## config.mk

```make
export PLATFORM = sky130hd
export DESIGN_NAME = video_loop_latency_meter_unit_flat
export DESIGN_NICKNAME = d
export VERILOG_FILES = /design/src/hw/rtl/vllm_pkg.sv /design/src/hw/rtl/vllm_stream_if.sv /design/src/hw/rtl/vllm_in_stage.sv /design/src/hw/rtl/vllm_core.sv /design/src/hw/rtl/vllm_out_stage.sv /design/src/hw/rtl/video_loop_latency_meter_unit.sv /design/src/flat_wrapper.sv
export SDC_FILE = /design/constraint.sdc
export NUM_CORES = 1
export LEC_CHECK = 0
export BUFFER_PORTS_ARGS = -buffer_cell sky130_fd_sc_hd__buf_4
export CAP_MARGIN = 10
export CORE_UTILIZATION = 45
export CTS_BUF_LIST = sky130_fd_sc_hd__clkbuf_2 sky130_fd_sc_hd__clkbuf_4 sky130_fd_sc_hd__clkbuf_8
export DETAILED_ROUTE_END_ITERATION = 8
export GPL_ROUTABILITY_DRIVEN = 0
export PLACE_DENSITY = 0.64
export SYNTH_ARGS = -nofsm -noshare
export SYNTH_HDL_FRONTEND = slang
export SYNTH_SLANG_ARGS = --single-unit
```

## constraint.sdc

```tcl
create_clock -name clk_i -period 6.1 [get_ports clk_i]
set_input_delay 1.22 -clock clk_i [delete_from_list [all_inputs] [get_ports clk_i]]
set_output_delay 1.22 -clock clk_i [all_outputs]
set_load 0.05 [all_outputs]
```

## src/hw/rtl/vllm_pkg.sv

```systemverilog
// ----------------------------------------------------------------------------
// vllm_pkg - shared types and constants of the video loop latency meter
// Item layouts, register indexes, phase codes and tag/marker constants.
// ----------------------------------------------------------------------------
package vllm_pkg;

  // configuration register indexes
  typedef enum logic [1:0] {
    CfgDisplayIndex    = 2'd0,
    CfgLatencyEnable   = 2'd1,
    CfgBlackFrameCount = 2'd2
  } cfg_idx_e;

  localparam int unsigned CfgIndexW = 2;
  localparam int unsigned CfgDataW  = 8;

  // measurement phase codes
  localparam logic [2:0] PhIdle  = 3'd0;
  localparam logic [2:0] PhBlack = 3'd1;
  localparam logic [2:0] PhLatch = 3'd2;
  localparam logic [2:0] PhWait  = 3'd3;
  localparam logic [2:0] PhRead  = 3'd4;

  localparam logic [15:0] TagWhite        = 16'hf0f0;
  localparam logic [7:0]  LevelBlack      = 8'd10;
  localparam logic [7:0]  LevelWhite      = 8'd240;
  localparam logic [7:0]  RedBase         = 8'd10;
  localparam logic [7:0]  BlackCountReset = 8'd10;
  localparam logic [15:0] FrameMax        = 16'hffff;
  localparam logic [31:0] CountMax        = 32'hffff_ffff;
  localparam logic [47:0] SumMax          = 48'hffff_ffff_ffff;

  typedef struct packed {
    logic        cmd;
    logic [31:0] timestamp;
    logic [23:0] grab_pixel;
  } in_item_t;

  typedef struct packed {
    logic        marker_valid;
    logic [7:0]  marker_red;
    logic [7:0]  marker_level;
    logic        from_this_display;
    logic [31:0] current_latency;
    logic [31:0] minimum_latency;
    logic [31:0] maximum_latency;
    logic [47:0] latency_sum;
    logic [31:0] sample_count;
    logic [15:0] latency_in_frames;
  } out_item_t;

endpackage

```

## src/hw/rtl/vllm_stream_if.sv

```systemverilog
// ----------------------------------------------------------------------------
// vllm_stream_if - valid/ready stream channel
// Carries one payload per transfer; a transfer happens when valid and ready
// are both high at a rising clock edge.
// ----------------------------------------------------------------------------
interface vllm_stream_if #(
  parameter type payload_t = logic
) ();
  logic     valid;
  logic     ready;
  payload_t payload;

  modport source (output valid, output payload, input ready);
  modport sink   (input valid, input payload, output ready);
endinterface

```

## src/hw/rtl/vllm_in_stage.sv

```systemverilog
// ----------------------------------------------------------------------------
// vllm_in_stage - input register
// Holds one accepted item until the core takes it; refills in the same cycle.
// ----------------------------------------------------------------------------
module vllm_in_stage (
  input  logic               clk_i,
  input  logic               rst_ni,
  input  logic               in_valid_i,
  output logic               in_ready_o,
  input  vllm_pkg::in_item_t in_item_i,
  input  logic               take_i,
  output logic               valid_o,
  output vllm_pkg::in_item_t item_o
);

  logic               valid_q;
  vllm_pkg::in_item_t item_q;

  assign in_ready_o = !valid_q || take_i;
  assign valid_o    = valid_q;
  assign item_o     = item_q;

  always_ff @(posedge clk_i or negedge rst_ni) begin
    if (!rst_ni) begin
      valid_q <= 1'b0;
    end else if (in_valid_i && in_ready_o) begin
      valid_q <= 1'b1;
    end else if (take_i) begin
      valid_q <= 1'b0;
    end
  end

  always_ff @(posedge clk_i) begin
    if (in_valid_i && in_ready_o) begin
      item_q <= in_item_i;
    end
  end

endmodule

```

## src/hw/rtl/vllm_core.sv

```systemverilog
// ----------------------------------------------------------------------------
// vllm_core - measurement state and statistics
// Configuration registers, tag sequencer and latency statistics. Computes
// the result of the presented item and commits the new state on take.
// ----------------------------------------------------------------------------
module vllm_core (
  input  logic                                clk_i,
  input  logic                                rst_ni,
  input  logic                                cfg_we_i,
  input  logic [vllm_pkg::CfgIndexW-1:0]      cfg_index_i,
  input  logic [vllm_pkg::CfgDataW-1:0]       cfg_data_i,
  input  vllm_pkg::in_item_t                  item_i,
  input  logic                                take_i,
  output vllm_pkg::out_item_t                 result_o
);

  logic [3:0]  display_index_q;
  logic        enable_q;
  logic [7:0]  black_count_q;

  logic [2:0]  phase_q, phase_d;
  logic [7:0]  countdown_q, countdown_d;
  logic [31:0] start_time_q, start_time_d;
  logic [15:0] frame_counter_q, frame_counter_d;
  logic [31:0] last_q, last_d;
  logic [31:0] min_q, min_d;
  logic [31:0] max_q, max_d;
  logic [47:0] sum_q, sum_d;
  logic [31:0] count_q, count_d;
  logic [15:0] frames_q, frames_d;

  logic [2:0]  ph;
  logic [7:0]  red;
  logic [31:0] lat;
  logic [48:0] sum_ext;
  logic [7:0]  cd_dec;
  logic        idx_match;

  always_comb begin
    ph        = (phase_q > vllm_pkg::PhRead) ? vllm_pkg::PhIdle : phase_q;
    red       = vllm_pkg::RedBase + {4'b0, display_index_q};
    lat       = item_i.timestamp - start_time_q;
    sum_ext   = {1'b0, sum_q} + {17'b0, lat};
    cd_dec    = countdown_q - 8'd1;
    idx_match = (item_i.grab_pixel[7:0] == red);

    phase_d         = phase_q;
    countdown_d     = countdown_q;
    start_time_d    = start_time_q;
    frame_counter_d = frame_counter_q;
    last_d          = last_q;
    min_d           = min_q;
    max_d           = max_q;
    sum_d           = sum_q;
    count_d         = count_q;
    frames_d        = frames_q;

    result_o = '0;

    if (enable_q) begin
      if (!item_i.cmd) begin
        unique case (ph)
          vllm_pkg::PhIdle: begin
            countdown_d     = black_count_q;
            start_time_d    = '0;
            frame_counter_d = 16'd1;
            phase_d         = vllm_pkg::PhBlack;
          end
          vllm_pkg::PhBlack: begin
            countdown_d           = cd_dec;
            result_o.marker_valid = 1'b1;
            result_o.marker_red   = red;
            result_o.marker_level = vllm_pkg::LevelBlack;
            if (cd_dec == 8'd0) begin
              phase_d = vllm_pkg::PhLatch;
            end
          end
          vllm_pkg::PhLatch: begin
            result_o.marker_valid = 1'b1;
            result_o.marker_red   = red;
            result_o.marker_level = vllm_pkg::LevelWhite;
            start_time_d          = item_i.timestamp;
            frame_counter_d       = 16'd1;
            phase_d               = vllm_pkg::PhWait;
          end
          vllm_pkg::PhWait: begin
            result_o.marker_valid = 1'b1;
            result_o.marker_red   = red;
            result_o.marker_level = vllm_pkg::LevelWhite;
            if (frame_counter_q != vllm_pkg::FrameMax) begin
              frame_counter_d = frame_counter_q + 16'd1;
            end
          end
          default: begin
            // reading: close out one measurement
            if (min_q == 32'd0 || lat < min_q) begin
              min_d = lat;
            end
            if (lat > max_q) begin
              max_d = lat;
            end
            last_d   = lat;
            sum_d    = sum_ext[48] ? vllm_pkg::SumMax : sum_ext[47:0];
            if (count_q != vllm_pkg::CountMax) begin
              count_d = count_q + 32'd1;
            end
            frames_d = frame_counter_q;
            phase_d  = vllm_pkg::PhIdle;
          end
        endcase
      end else if (ph == vllm_pkg::PhWait) begin
        result_o.from_this_display = idx_match;
        if (idx_match && item_i.grab_pixel[23:8] == vllm_pkg::TagWhite) begin
          phase_d = vllm_pkg::PhRead;
        end
      end

      result_o.current_latency   = last_d;
      result_o.minimum_latency   = min_d;
      result_o.maximum_latency   = max_d;
      result_o.latency_sum       = sum_d;
      result_o.sample_count      = count_d;
      result_o.latency_in_frames = frames_d;
    end
  end

  always_ff @(posedge clk_i or negedge rst_ni) begin
    if (!rst_ni) begin
      display_index_q <= '0;
      enable_q        <= 1'b0;
      black_count_q   <= vllm_pkg::BlackCountReset;
      phase_q         <= vllm_pkg::PhIdle;
      countdown_q     <= '0;
      start_time_q    <= '0;
      frame_counter_q <= '0;
      last_q          <= '0;
      min_q           <= '0;
      max_q           <= '0;
      sum_q           <= '0;
      count_q         <= '0;
      frames_q        <= '0;
    end else if (cfg_we_i) begin
      unique case (vllm_pkg::cfg_idx_e'(cfg_index_i))
        vllm_pkg::CfgDisplayIndex: begin
          display_index_q <= cfg_data_i[3:0];
        end
        vllm_pkg::CfgLatencyEnable: begin
          // enable write restarts the measurement from scratch
          enable_q        <= cfg_data_i[0];
          phase_q         <= vllm_pkg::PhIdle;
          countdown_q     <= '0;
          start_time_q    <= '0;
          frame_counter_q <= '0;
          last_q          <= '0;
          min_q           <= '0;
          max_q           <= '0;
          sum_q           <= '0;
          count_q         <= '0;
          frames_q        <= '0;
        end
        vllm_pkg::CfgBlackFrameCount: begin
          black_count_q <= cfg_data_i;
        end
        default: begin
        end
      endcase
    end else if (take_i) begin
      phase_q         <= phase_d;
      countdown_q     <= countdown_d;
      start_time_q    <= start_time_d;
      frame_counter_q <= frame_counter_d;
      last_q          <= last_d;
      min_q           <= min_d;
      max_q           <= max_d;
      sum_q           <= sum_d;
      count_q         <= count_d;
      frames_q        <= frames_d;
    end
  end

endmodule

```

## src/hw/rtl/vllm_out_stage.sv

```systemverilog
// ----------------------------------------------------------------------------
// vllm_out_stage - result register
// Holds one result until the sink takes it; reloads in the same cycle.
// ----------------------------------------------------------------------------
module vllm_out_stage (
  input  logic                clk_i,
  input  logic                rst_ni,
  input  logic                load_i,
  input  vllm_pkg::out_item_t result_i,
  output logic                free_o,
  output logic                out_valid_o,
  input  logic                out_ready_i,
  output vllm_pkg::out_item_t out_item_o
);

  logic                valid_q;
  vllm_pkg::out_item_t res_q;

  assign free_o      = !valid_q || out_ready_i;
  assign out_valid_o = valid_q;
  assign out_item_o  = res_q;

  always_ff @(posedge clk_i or negedge rst_ni) begin
    if (!rst_ni) begin
      valid_q <= 1'b0;
    end else if (load_i) begin
      valid_q <= 1'b1;
    end else if (out_ready_i) begin
      valid_q <= 1'b0;
    end
  end

  always_ff @(posedge clk_i) begin
    if (load_i) begin
      res_q <= result_i;
    end
  end

endmodule

```

## src/hw/rtl/video_loop_latency_meter_unit.sv

```systemverilog
// ----------------------------------------------------------------------------
// video_loop_latency_meter_unit - display-to-capture latency meter
// Tags presented frames and measures the time until the tag is grabbed back.
// ----------------------------------------------------------------------------
// Takes one item per clock and gives one result per item. An accepted item
// sits in the input register while the core computes its result
// combinationally; the result loads the result register when the core takes
// the item, and the phase and statistics registers are updated at that same
// edge. The rate is one item per cycle while the result register can be
// freed; back pressure on the result side stalls the input only once both
// registers are full. Configuration writes take effect at once and must be
// issued while no item is in flight.
module video_loop_latency_meter_unit (
  input  logic                           clk_i,
  input  logic                           rst_ni,
  vllm_stream_if.sink                    in_i,
  vllm_stream_if.source                  out_o,
  input  logic                           cfg_we_i,
  input  logic [vllm_pkg::CfgIndexW-1:0] cfg_index_i,
  input  logic [vllm_pkg::CfgDataW-1:0]  cfg_data_i
);

  logic                s1_valid;
  vllm_pkg::in_item_t  s1_item;
  vllm_pkg::out_item_t result;
  logic                out_free;
  logic                take;

  assign take = s1_valid && out_free;

  vllm_in_stage u_in_stage (
    .clk_i      (clk_i),
    .rst_ni     (rst_ni),
    .in_valid_i (in_i.valid),
    .in_ready_o (in_i.ready),
    .in_item_i  (in_i.payload),
    .take_i     (take),
    .valid_o    (s1_valid),
    .item_o     (s1_item)
  );

  vllm_core u_core (
    .clk_i       (clk_i),
    .rst_ni      (rst_ni),
    .cfg_we_i    (cfg_we_i),
    .cfg_index_i (cfg_index_i),
    .cfg_data_i  (cfg_data_i),
    .item_i      (s1_item),
    .take_i      (take),
    .result_o    (result)
  );

  vllm_out_stage u_out_stage (
    .clk_i       (clk_i),
    .rst_ni      (rst_ni),
    .load_i      (take),
    .result_i    (result),
    .free_o      (out_free),
    .out_valid_o (out_o.valid),
    .out_ready_i (out_o.ready),
    .out_item_o  (out_o.payload)
  );

endmodule

```

## src/flat_wrapper.sv

```systemverilog
// flat-port wrapper written by rule: the top's interface ports become plain ports
module video_loop_latency_meter_unit_flat 
  (clk_i, rst_ni, cfg_we_i, cfg_index_i, cfg_data_i, in_i_valid, in_i_payload, in_i_ready, out_o_valid, out_o_payload, out_o_ready);
  vllm_stream_if in_i_i ();
  vllm_stream_if out_o_i ();
  input  logic clk_i;
  input  logic rst_ni;
  input  logic cfg_we_i;
  input  logic [vllm_pkg::CfgIndexW-1:0] cfg_index_i;
  input  logic [vllm_pkg::CfgDataW-1:0] cfg_data_i;
  input wire logic [$bits(in_i_i.valid)-1:0] in_i_valid;
  input wire logic [$bits(in_i_i.payload)-1:0] in_i_payload;
  output wire logic [$bits(in_i_i.ready)-1:0] in_i_ready;
  output wire logic [$bits(out_o_i.valid)-1:0] out_o_valid;
  output wire logic [$bits(out_o_i.payload)-1:0] out_o_payload;
  input wire logic [$bits(out_o_i.ready)-1:0] out_o_ready;
  assign in_i_i.valid = in_i_valid;
  assign in_i_i.payload = in_i_payload;
  assign in_i_ready = in_i_i.ready;
  assign out_o_valid = out_o_i.valid;
  assign out_o_payload = out_o_i.payload;
  assign out_o_i.ready = out_o_ready;
  video_loop_latency_meter_unit u_core (.clk_i(clk_i), .rst_ni(rst_ni), .in_i(in_i_i), .out_o(out_o_i), .cfg_we_i(cfg_we_i), .cfg_index_i(cfg_index_i), .cfg_data_i(cfg_data_i));
endmodule
```

==> results of run 1 <==
## layout by cell type, fill, tap and decap left out, drive strengths merged, types with 2 or more instances in the layout
master | synthesis | layout
o211ai | 4 | 4
nor3b | 2 | 2
bufinv | 0 | 2
buf | 3 | 17
o31ai | 6 | 6
nand4 | 4 | 4
o2bb2ai | 2 | 2
nand2 | 23 | 23
dfrtp | 36 | 36
ha | 7 | 7
and4 | 3 | 3
nand2b | 2 | 2
mux2 | 9 | 9
dfstp | 2 | 2
or3 | 8 | 8
a21oi | 13 | 13
nor2 | 8 | 8
nor2b | 7 | 7
xnor2 | 2 | 2
nor3 | 2 | 2
inv | 7 | 7
and2 | 4 | 4
nand3b | 3 | 3
mux2i | 6 | 6
clkbuf | 5 | 5
o21ai | 23 | 23
a31oi | 3 | 3
and3 | 2 | 2
or4 | 7 | 7
nand3 | 9 | 9
## cell families after synthesis
family | Yosys count
mux | 15
fa+ha+maj | 7
compound gates | 56
simple gates | 88
xor+xnor | 3
buf+inv | 15
flops | 39
## power breakdown
| group | switching (W) | leakage (nW) | internal, W |
|---|---|---|---|
| clock | 0.0000966 | 0.0644 | 0.000163 |
| sequential | 0.0000444 | 0.504 | 0.000310 |
| combinational | 0.000160 | 0.467 | 0.000117 |
| total | 0.000301 | 1.04 | 0.000590 |
## area by class of cell
class                   count  area [um^2]  share of cell area, %
clock inverters             3         67.6                   2.73
inverters                   7         26.3                   1.06
well taps                  67         83.8                   3.38
flip-flops and latches     39          983                   39.7
clock buffers               5         68.8                   2.78
repair buffers             17          128                   5.15
multi-input cells         169         1120                   45.2
## worst paths after layout
check | slack [ns] | cells after the start | endpoint
max | 3.18 | 3 | in_i_ready
min | 0.49 | 1 | u_core.u_core.frames_q[0]$_DFFE_PN0P_
max reg2reg | 3.70 | 6 | u_core.u_core.countdown_q[5]$_DFFE_PN0P_
min reg2reg | 0.49 | 1 | u_core.u_core.frames_q[0]$_DFFE_PN0P_
max in group asynchronous | 4.84 | 1 | u_core.u_core.black_count_q[3]$_DFFE_PN1P_
min in group asynchronous | 0.88 | 1 | u_core.u_core.frame_counter_q[12]$_DFFE_PN0P_
## state kept, by name, indices dropped and copies added, names as in the netlist
signal	cells
u_core.u_core.frames_q	1
u_core.u_out_stage.out_valid_o	1
u_core.u_core.frame_counter_q	16
u_core.u_in_stage.valid_o	1
u_core.u_core.black_count_q	8
u_core.u_core.countdown_q	8
u_core.u_core.enable_q	1
u_core.u_out_stage.out_item_o	1
u_core.u_core.phase_q	2
## routing by layer
layer,track usage (%),routed length (um),up-vias
li1,-,-,859
met3,4.22,106,7
met4,7.19,70,0
met5,0,0,-
met2,27.5,1830,21
met1,27.6,2250,795
## per-stage QoR
stage | std cells | setup WS [ns] | area [um^2] | utilization [%]
after detailed placement | 299 | 3.06 | 2340 | 49.6
after global placement | 299 | 3.06 | 2340 | 49.6
after CTS | 307 | 3.18 | 2480 | 52.5
after global routing | 307 | 3.15 | 2480 | 52.5
final | 307 | 3.18 | 2480 | 52.5
after floorplan | 223 | 3.19 | 2200 | -
## critical path, stage by stage
cell      delay [ns]
buf_4           0.11
nand3b_1        0.17
buf_4           0.21
==> impl_metrics.env, run 1 <==
export IMPL_status="completed"
export IMPL_fin_crit_sh_pct=47.9
export IMPL_start_util_pct=46.5
export IMPL_rows=25
export IMPL_diodes=0
export IMPL_cts_hold_buf=0
export IMPL_post_cts_resized=0
export IMPL_cts_sinks=39
export IMPL_cp_max_fo=2
export IMPL_die_area_um2=5160
export IMPL_finalMaxSlewViolations=0
export IMPL_hpwlAfterDp_um=2990
export IMPL_cts_setup_buffers=0
export IMPL_yosysSeqAreaShare_pct=44.8
export IMPL_synth_most_common_cell="dfrtp_1"
export IMPL_synthTopCellsByArea="dfrtp_1 (41%), o21ai_0 (5.2%), mux2_2 (4.6%)"
export IMPL_critPathKind="in -> out"
export IMPL_synth_area_per_cell_um2=9.85
export IMPL_p_per_area_nw_per_um2=360
export IMPL_grt_pass1_vias=1649
export IMPL_clockBufferDepth=2
export IMPL_rr_startpoint="u_core.u_core.phase_q[1]$_DFFE_PN0P_"
export IMPL_setup_tns_ns=0
export IMPL_syn_to_final_growth_pct=12.8
export IMPL_fp_dieH_um=71.9
export IMPL_dr_pass1_iters=4
export IMPL_syn_area_um2=2200
export IMPL_setup_violations_final=0
export IMPL_hold_class="reg -> reg"
export IMPL_via_per_inst=5.48
export IMPL_antenna_found_initial=0
export IMPL_crit_path_start_kind="input pin"
export IMPL_muxShareOfSynthArea_pct=7.35
export IMPL_fill_cells=440
export IMPL_synth_seq_cells=39
export IMPL_hold_ws_ns=0.488
export IMPL_antenna_left=0
export IMPL_ir_worst_vdd_mv=0.220
export IMPL_wire_per_inst_um=13.9
export IMPL_cp_required_ns=4.88
export IMPL_drt_wl_total_um=4250
export IMPL_vias=1682
export IMPL_max_cap_violations=0
export IMPL_startpoint="out_o_ready"
export IMPL_io_pins=19
export IMPL_min_delay_start="u_core.u_core.frames_q[0]$_DFFE_PN0P_"
export IMPL_synth_top_cells_by_count="dfrtp_1 (36), nand2_1 (23), o21ai_0 (23)"
export IMPL_grt_overflow=0
export IMPL_synth_simple_area_share_pct=23.1
export IMPL_max_freq_ghz=0.342
export IMPL_cts_tree="yes"
export IMPL_critPathArrivalTime_ns=1.70
export IMPL_synth_distinct_cells=48
export IMPL_worst_pin_slew_ns=0.696
export IMPL_synthAdderAreaFrac_pct=3.99
export IMPL_synth_top_family_by_area="simple AND/OR/NAND/NOR gates"
export IMPL_synth_cells=223
export IMPL_crit_path_end_kind="output port"
export IMPL_cts_buffers=5
export IMPL_port_buffers=17
export IMPL_rsz0062_at_grt="false"
export IMPL_synth_edf_count=1
export IMPL_gr_usage_all_layers_pct=18.9
export IMPL_slew_headroom_pct=53.6
export IMPL_core_area_um2=4720
export IMPL_ys_warn_count=0
export IMPL_nNetsFinal=262
export IMPL_min_period_ns=2.92
export IMPL_synth_xor_area_share_pct=1.20
export IMPL_synth_ff_type="dfrtp_1"
export IMPL_yosysTopAreaCellShare_pct=41.0
export IMPL_async_flop_share_pct=97.4
export IMPL_synth_compound_area_share_pct=15.4
export IMPL_grt_pass1_wl_um=7560
export IMPL_drc=0
export IMPL_worstSkewPairLatency_ns=0.30
export IMPL_h_tree_depth=2
export IMPL_drtIter0Drc=76
export IMPL_hold_violations=0
export IMPL_clk_pin_slew_ns=0.08
export IMPL_grt_max_degree=39
export IMPL_fp_dieW_um=71.9
export IMPL_p_total_w=0.000891
export IMPL_final_layout_size_suffix_gt1_share_pct=19.2
export IMPL_cts_root_buf="clkbuf_8"
export IMPL_leakagePower_nw=1.04
export IMPL_synth_top_area_cell="dfrtp_1"
export IMPL_synth_nets=246
export IMPL_skew_ns=0.00613
Note: power is estimated with default switching activity, not from simulation.
==> run 2: changes to the inputs <==
==> constraint.sdc (replaced) <==
create_clock -name clk_i -period 2.9 [get_ports clk_i]
set_input_delay 0.58 -clock clk_i [delete_from_list [all_inputs] [get_ports clk_i]]
set_output_delay 0.58 -clock clk_i [all_outputs]
set_load 0.05 [all_outputs]
==> run 2 against run 1 <==
  * Non-clock buffer count is 2 higher
  * Combinational power grew 120%
  * Wire length rose by 4.1%
  * Sequential power is 110% higher
  * Clock power rose by 82%
  * Largest cell class unchanged
  * Largest power group unchanged
  * Highest routed layer unchanged
==> impl_metrics.env, run 2 (same netlist as run 1, synthesis figures left out) <==
export IMPL_layout_commonest_cell="dfrtp_1"
export IMPL_start_util_pct=46.5
export IMPL_cp_max_fo=31
export IMPL_slowest_delay_ns=0.51
export IMPL_drt_wl_total_um=4430
export IMPL_leakagePower_nw=1.04
export IMPL_skew_ns=0.00795
export IMPL_cp_top_family="simple AND/OR/NAND/NOR gates"
export IMPL_antenna_found_initial=0
export IMPL_pwr_share_seq_pct=41.1
export IMPL_grt_pass1_vias=1591
export IMPL_finalMaxSlewViolations=0
export IMPL_setup_violations_final=0
export IMPL_largest_register_ffs=16
export IMPL_gr_usage_all_layers_pct=18.7
export IMPL_drtIter0Drc=108
export IMPL_cts_tree="yes"
export IMPL_drc=0
export IMPL_grt_max_degree=39
export IMPL_status="completed"
export IMPL_clk_pin_slew_ns=0.08
export IMPL_clockBufferDepth=2
export IMPL_vias=1718
export IMPL_hold_violations=0
export IMPL_hpwlAfterDp_um=3060
export IMPL_cts_root_buf="clkbuf_8"
export IMPL_final_core_util_pct=52.4
export IMPL_p_total_w=0.00182
export IMPL_cp_slowest_cell="or4_1"
export IMPL_crit_path_end_kind="register"
export IMPL_cts_buffers=5
export IMPL_regMostFlops="u_core.u_core.frame_counter_q"
export IMPL_h_tree_depth=2
export IMPL_slew_headroom_pct=61.4
export IMPL_final_layout_size_suffix_gt1_share_pct=19.8
export IMPL_diodes=0
export IMPL_max_freq_ghz=0.436
export IMPL_cts_sinks=39
export IMPL_max_cap_violations=0
export IMPL_syn_to_final_growth_pct=12.6
export IMPL_dr_pass1_iters=4
export IMPL_p_sw_w=0.000637
export IMPL_reg_top3="u_core.u_core.frame_counter_q (16), u_core.u_core.black_count_q (8), u_core.u_core.countdown_q (8)"
export IMPL_cts_hold_buf=0
export IMPL_rsz0062_at_grt="false"
export IMPL_fp_dieW_um=71.9
export IMPL_combPwrFrac_pct=32.9
export IMPL_via_per_inst=5.56
export IMPL_setup_tns_ns=0
export IMPL_rows=25
export IMPL_cp_num_buf_inv=0
export IMPL_cp_required_ns=3.12
export IMPL_crit_path_start_kind="register"
export IMPL_critPathKind="reg -> reg"
export IMPL_grt_pass1_wl_um=7460
export IMPL_fin_crit_sh_pct=79.1
export IMPL_antenna_left=0
export IMPL_min_period_ns=2.29
export IMPL_critPathArrivalTime_ns=2.51
export IMPL_setup_ws_ns=0.607
export IMPL_die_area_um2=5160
export IMPL_worstSkewPairLatency_ns=0.29
export IMPL_ir_worst_vdd_mv=0.372
export IMPL_clkPwrFrac_pct=26.0
export IMPL_cts_setup_buffers=0
export IMPL_io_pins=19
export IMPL_grt_overflow=0
export IMPL_core_area_um2=4720
export IMPL_worst_pin_slew_ns=0.574
export IMPL_p_per_area_nw_per_um2=735
export IMPL_crit_chain="ha_1, and2_2, and4_4, a32o_2, or4_1, a21oi_1"
export IMPL_layout_common_cells="dfrtp_1 (36), nand2_1 (23), o21ai_0 (23), buf_4 (19), a21oi_1 (13)"
export IMPL_swShare_pct=35.0
export IMPL_hold_class="in -> async"
export IMPL_port_buffers=17
export IMPL_fp_dieH_um=71.9
export IMPL_nNetsFinal=264
export IMPL_preCtsSetupSlack_ns=0.492
export IMPL_wire_per_inst_um=14.3
export IMPL_post_cts_resized=0
export IMPL_p_int_w=0.00118
run 2: changes by cell type in the layout (fill, tap and decap cells not counted):
cell	change
bufinv_16	-1
clkbuf_8	+1
clkinv_2	+1
clkinvlp_4	-1
buf_4	+2
run 2: path summary, 6_finish.rpt:
kind / start / end / slack, ns / depth (start not counted)
worst max register to register: u_core.u_core.frame_counter_q[0]$_DFFE_PN0P_ / u_core.u_core.frame_counter_q[14]$_DFFE_PN0P_ / 0.61 / 6
max in group asynchronous: rst_ni / u_core.u_core.black_count_q[1]$_DFFE_PN1P_ / 2.29 / 1
worst min-delay path: rst_ni / u_core.u_core.frame_counter_q[8]$_DFFE_PN0P_ / 0.24 / 1
worst min register to register: u_core.u_core.black_count_q[4]$_DFFE_PN0P_ / u_core.u_core.black_count_q[4]$_DFFE_PN0P_ / 0.51 / 1
worst max-delay path: u_core.u_core.frame_counter_q[0]$_DFFE_PN0P_ / u_core.u_core.frame_counter_q[14]$_DFFE_PN0P_ / 0.61 / 6
min in group clk_i: in_i_valid / u_core.u_in_stage.valid_o$_DFFE_PN0P_ / 0.48 / 2
run 2: power by group through the flow:
stage	sequential (W)	clock, W	combinational [W]
3_5_place_dp	0.000752	0	0.000600
6_report	0.000748	0.000472	0.000599
2_1_floorplan	0.000741	0	0.000469
4_1_cts	0.000745	0.000484	0.000603
5_1_grt	0.000765	0.000500	0.000680
3_3_place_gp	0.000754	0	0.000587
run 2: layout make-up:
cell class,instances,area [um^2]
repair buffers,19,143
clock inverters,2,35.0
multi-input cells,169,1120
inverters,7,26.3
well taps,67,83.8
flip-flops and latches,39,983
clock buffers,6,82.6
fillers,448,2250
run 2: stage by stage:
step	cell area [um^2]	std cells	hold WS, ns
2_1_floorplan	2200	223	0.284
3_3_place_gp	2360	301	0.479
3_5_place_dp	2360	301	0.482
4_1_cts	2470	309	0.261
5_1_grt	2470	309	0.280
6_report	2470	309	0.244
run 2: routing by layer:
metal	routed length [um]	global-route usage [%]	vias to the layer above
met3	101	3.80	6
li1	-	-	862
met4	62	5.88	0
met1	2360	27.5	829
met5	0	0	-
met2	1910	27.6	21
==> run 3: changes to the inputs <==
--- a/config.mk
+++ b/config.mk
@@ -11,7 +11,7 @@
 export CTS_BUF_LIST = sky130_fd_sc_hd__clkbuf_2 sky130_fd_sc_hd__clkbuf_4 sky130_fd_sc_hd__clkbuf_8
 export DETAILED_ROUTE_END_ITERATION = 8
 export GPL_ROUTABILITY_DRIVEN = 0
-export PLACE_DENSITY = 0.64
+export PLACE_DENSITY = 0.66
 export SYNTH_ARGS = -nofsm -noshare
 export SYNTH_HDL_FRONTEND = slang
 export SYNTH_SLANG_ARGS = --single-unit
==> constraint.sdc (replaced) <==
create_clock -name clk_i -period 1.8 [get_ports clk_i]
set_input_delay 0.36 -clock clk_i [delete_from_list [all_inputs] [get_ports clk_i]]
set_output_delay 0.36 -clock clk_i [all_outputs]
set_load 0.05 [all_outputs]
==> run 3 against run 2 <==
  * The run now ends with negative setup slack left
  * Register-to-register slack got worse by 0.81 ns
  * Sequential power increased by 62%
  * Worst setup slack got worse by 0.81 ns
  * Largest cell class unchanged
  * Wire length increased by 20%
  * Clock power increased by 86%
==> impl_metrics.env, run 3 (same netlist as run 1, synthesis figures left out) <==
export IMPL_clk_pin_slew_ns=0.08
export IMPL_port_buffers=17
export IMPL_nNetsFinal=314
export IMPL_clockBufferDepth=2
export IMPL_cts_tree="yes"
export IMPL_fin_area_um2=3060
export IMPL_antenna_left=0
export IMPL_antenna_found_initial=0
export IMPL_fill_cells=373
export IMPL_drc=0
export IMPL_cts_root_buf="clkbuf_8"
export IMPL_die_area_um2=5160
export IMPL_clkPwrFrac_pct=23.4
export IMPL_status="finished with violations"
export IMPL_cp_max_fo=7
export IMPL_wire_per_inst_um=14.8
export IMPL_finalMaxSlewViolations=0
export IMPL_cts_sinks=39
export IMPL_rsz0062_at_grt="true"
export IMPL_violations="negative setup slack"
export IMPL_pwr_share_seq_pct=32.4
export IMPL_combPwrFrac_pct=44.3
export IMPL_layout_commonest_cell="buf_4"
export IMPL_setup_ws_ns=-0.199
export IMPL_place_area_um2=2690
export IMPL_gr_usage_all_layers_pct=21.0
export IMPL_via_per_inst=5.48
export IMPL_cts_buffers=5
export IMPL_syn_to_final_growth_pct=39.5
export IMPL_largest_register_ffs=16
export IMPL_cp_top_family="simple AND/OR/NAND/NOR gates"
export IMPL_fin_crit_sh_pct=111
export IMPL_regMostFlops="u_core.u_core.frame_counter_q"
export IMPL_preCtsSetupSlack_ns=-0.214
export IMPL_cp_num_buf_inv=2
export IMPL_rrSetupSlack_ns=-0.20
export IMPL_setup_violations_final=17
export IMPL_io_pins=19
export IMPL_regToRegEndpoint="u_core.u_core.frame_counter_q[12]$_DFFE_PN0P_"
export IMPL_grt_overflow=0
export IMPL_p_total_w=0.00375
export IMPL_critPathArrivalTime_ns=2.21
export IMPL_drtIter0Drc=74
export IMPL_worstSkewPairLatency_ns=0.29
export IMPL_rr_startpoint="u_core.u_core.phase_q[1]$_DFFE_PN0P_"
export IMPL_vias=1967
export IMPL_slowest_delay_ns=0.46
export IMPL_slew_headroom_pct=67.2
export IMPL_crit_path_start_kind="register"
export IMPL_final_core_util_pct=64.9
export IMPL_hold_violations=0
export IMPL_diodes=0
export IMPL_p_sw_w=0.00129
export IMPL_crit_path_end_kind="register"
export IMPL_grt_pass1_vias=1853
export IMPL_core_area_um2=4720
export IMPL_grt_max_degree=39
export IMPL_start_util_pct=46.5
export IMPL_rows=25
export IMPL_dr_pass1_iters=5
export IMPL_min_period_ns=2.00
export IMPL_cp_required_ns=2.02
export IMPL_fp_dieW_um=71.9
export IMPL_layout_common_cells="buf_4 (60), dfrtp_1 (34), nand2_1 (23), o21ai_0 (14), mux2_2 (9)"
export IMPL_drt_wl_total_um=5330
export IMPL_critPathKind="reg -> reg"
export IMPL_h_tree_depth=2
export IMPL_p_per_area_nw_per_um2=1220
export IMPL_ir_worst_vdd_mv=0.809
export IMPL_skew_ns=0.00778
export IMPL_r2r_cells=8
export IMPL_hpwlAfterDp_um=3580
export IMPL_cp_slowest_cell="dfrtp_2"
export IMPL_crit_chain="inv_2, ha_4, or3_4, nand4_1, a32o_2, buf_6, or4_4, a21oi_2"
export IMPL_hold_class="in -> async"
export IMPL_max_freq_ghz=0.500
export IMPL_fp_dieH_um=71.9
export IMPL_leakagePower_nw=1.32
export IMPL_swShare_pct=34.4
export IMPL_p_int_w=0.00246
export IMPL_reg_top3="u_core.u_core.frame_counter_q (16), u_core.u_core.black_count_q (8), u_core.u_core.countdown_q (8)"
export IMPL_grt_pass1_wl_um=8400
export IMPL_final_layout_size_suffix_gt1_share_pct=43.2
export IMPL_worst_pin_slew_ns=0.491
export IMPL_max_cap_violations=0
[run 3: cell count changes in the layout (fill, tap and decap cells not counted), sizes merged]
cell	change
and2	+1
buf	+49
clkinv	-1
clkinvlp	+1
bufinv	+1
clkbuf	-1
[run 3: how the worst max path moves through the flow]
stage | from | depth (start not counted) | to | slack [ns]
5_1_grt | u_core.u_core.phase_q[1]$_DFFE_PN0P_ | 8 | u_core.u_core.frame_counter_q[9]$_DFFE_PN0P_ | -0.27
4_1_cts | u_core.u_core.frame_counter_q[1]$_DFFE_PN0P_ | 7 | u_core.u_core.frame_counter_q[9]$_DFFE_PN0P_ | -0.18
3_5_place_dp | u_core.u_core.phase_q[0]$_DFFE_PN0P_ | 8 | u_core.u_core.frame_counter_q[9]$_DFFE_PN0P_ | -0.21
3_3_place_gp | u_core.u_core.frame_counter_q[1]$_DFFE_PN0P_ | 7 | u_core.u_core.frame_counter_q[9]$_DFFE_PN0P_ | -0.11
2_1_floorplan | u_core.u_core.frame_counter_q[0]$_DFFE_PN0P_ | 7 | u_core.u_core.frame_counter_q[9]$_DFFE_PN0P_ | -0.07
6_report | u_core.u_core.phase_q[1]$_DFFE_PN0P_ | 8 | u_core.u_core.frame_counter_q[12]$_DFFE_PN0P_ | -0.20
[run 3: layout make-up]
class	instances	area [um^2]	share of cell area [%]
Tap cell	67	83.8	2.74
Inverter	7	26.3	0.857
Multi-Input combinational cell	170	1280	41.9
Timing Repair Buffer	68	549	17.9
Clock buffer	5	68.8	2.25
Sequential cell	39	986	32.2
Clock inverter	3	67.6	2.20
[run 3: what timing repair did]
item	in CTS	in global routing
resized for setup	13	32
setup endpoints to repair	15	27
cloned	0	1
pin swaps	4	20
hold buffers	0	0
setup buffers	3	8
[run 3: routing by layer]
layer	track usage, %	up-vias	part of all wire (%)
met4	7.19	0	2.5
li1	-	958	-
met2	35.2	44	51
met1	26.8	951	43
met5	0	-	0
met3	4.50	14	3.2
[run 3: through the flow]
stage	hold WS, ns	TNS [ns]	std cells
floorplan	0.0644	-0.330	223
global placement	0.364	-0.650	340
detailed placement	0.359	-1.72	340
CTS	0.0400	-1.50	351
global route	0.0709	-3.55	359
finish	0.0267	-1.70	359
[run 3: power by group through the flow]
stage                     clock [W]  sequential (W)  combinational (W)
after floorplan                   0         0.00120           0.000787
after global placement            0         0.00120            0.00121
after detailed placement          0         0.00120            0.00125
after CTS                  0.000887         0.00120            0.00135
after global routing       0.000915         0.00123            0.00180
final                      0.000876         0.00121            0.00166
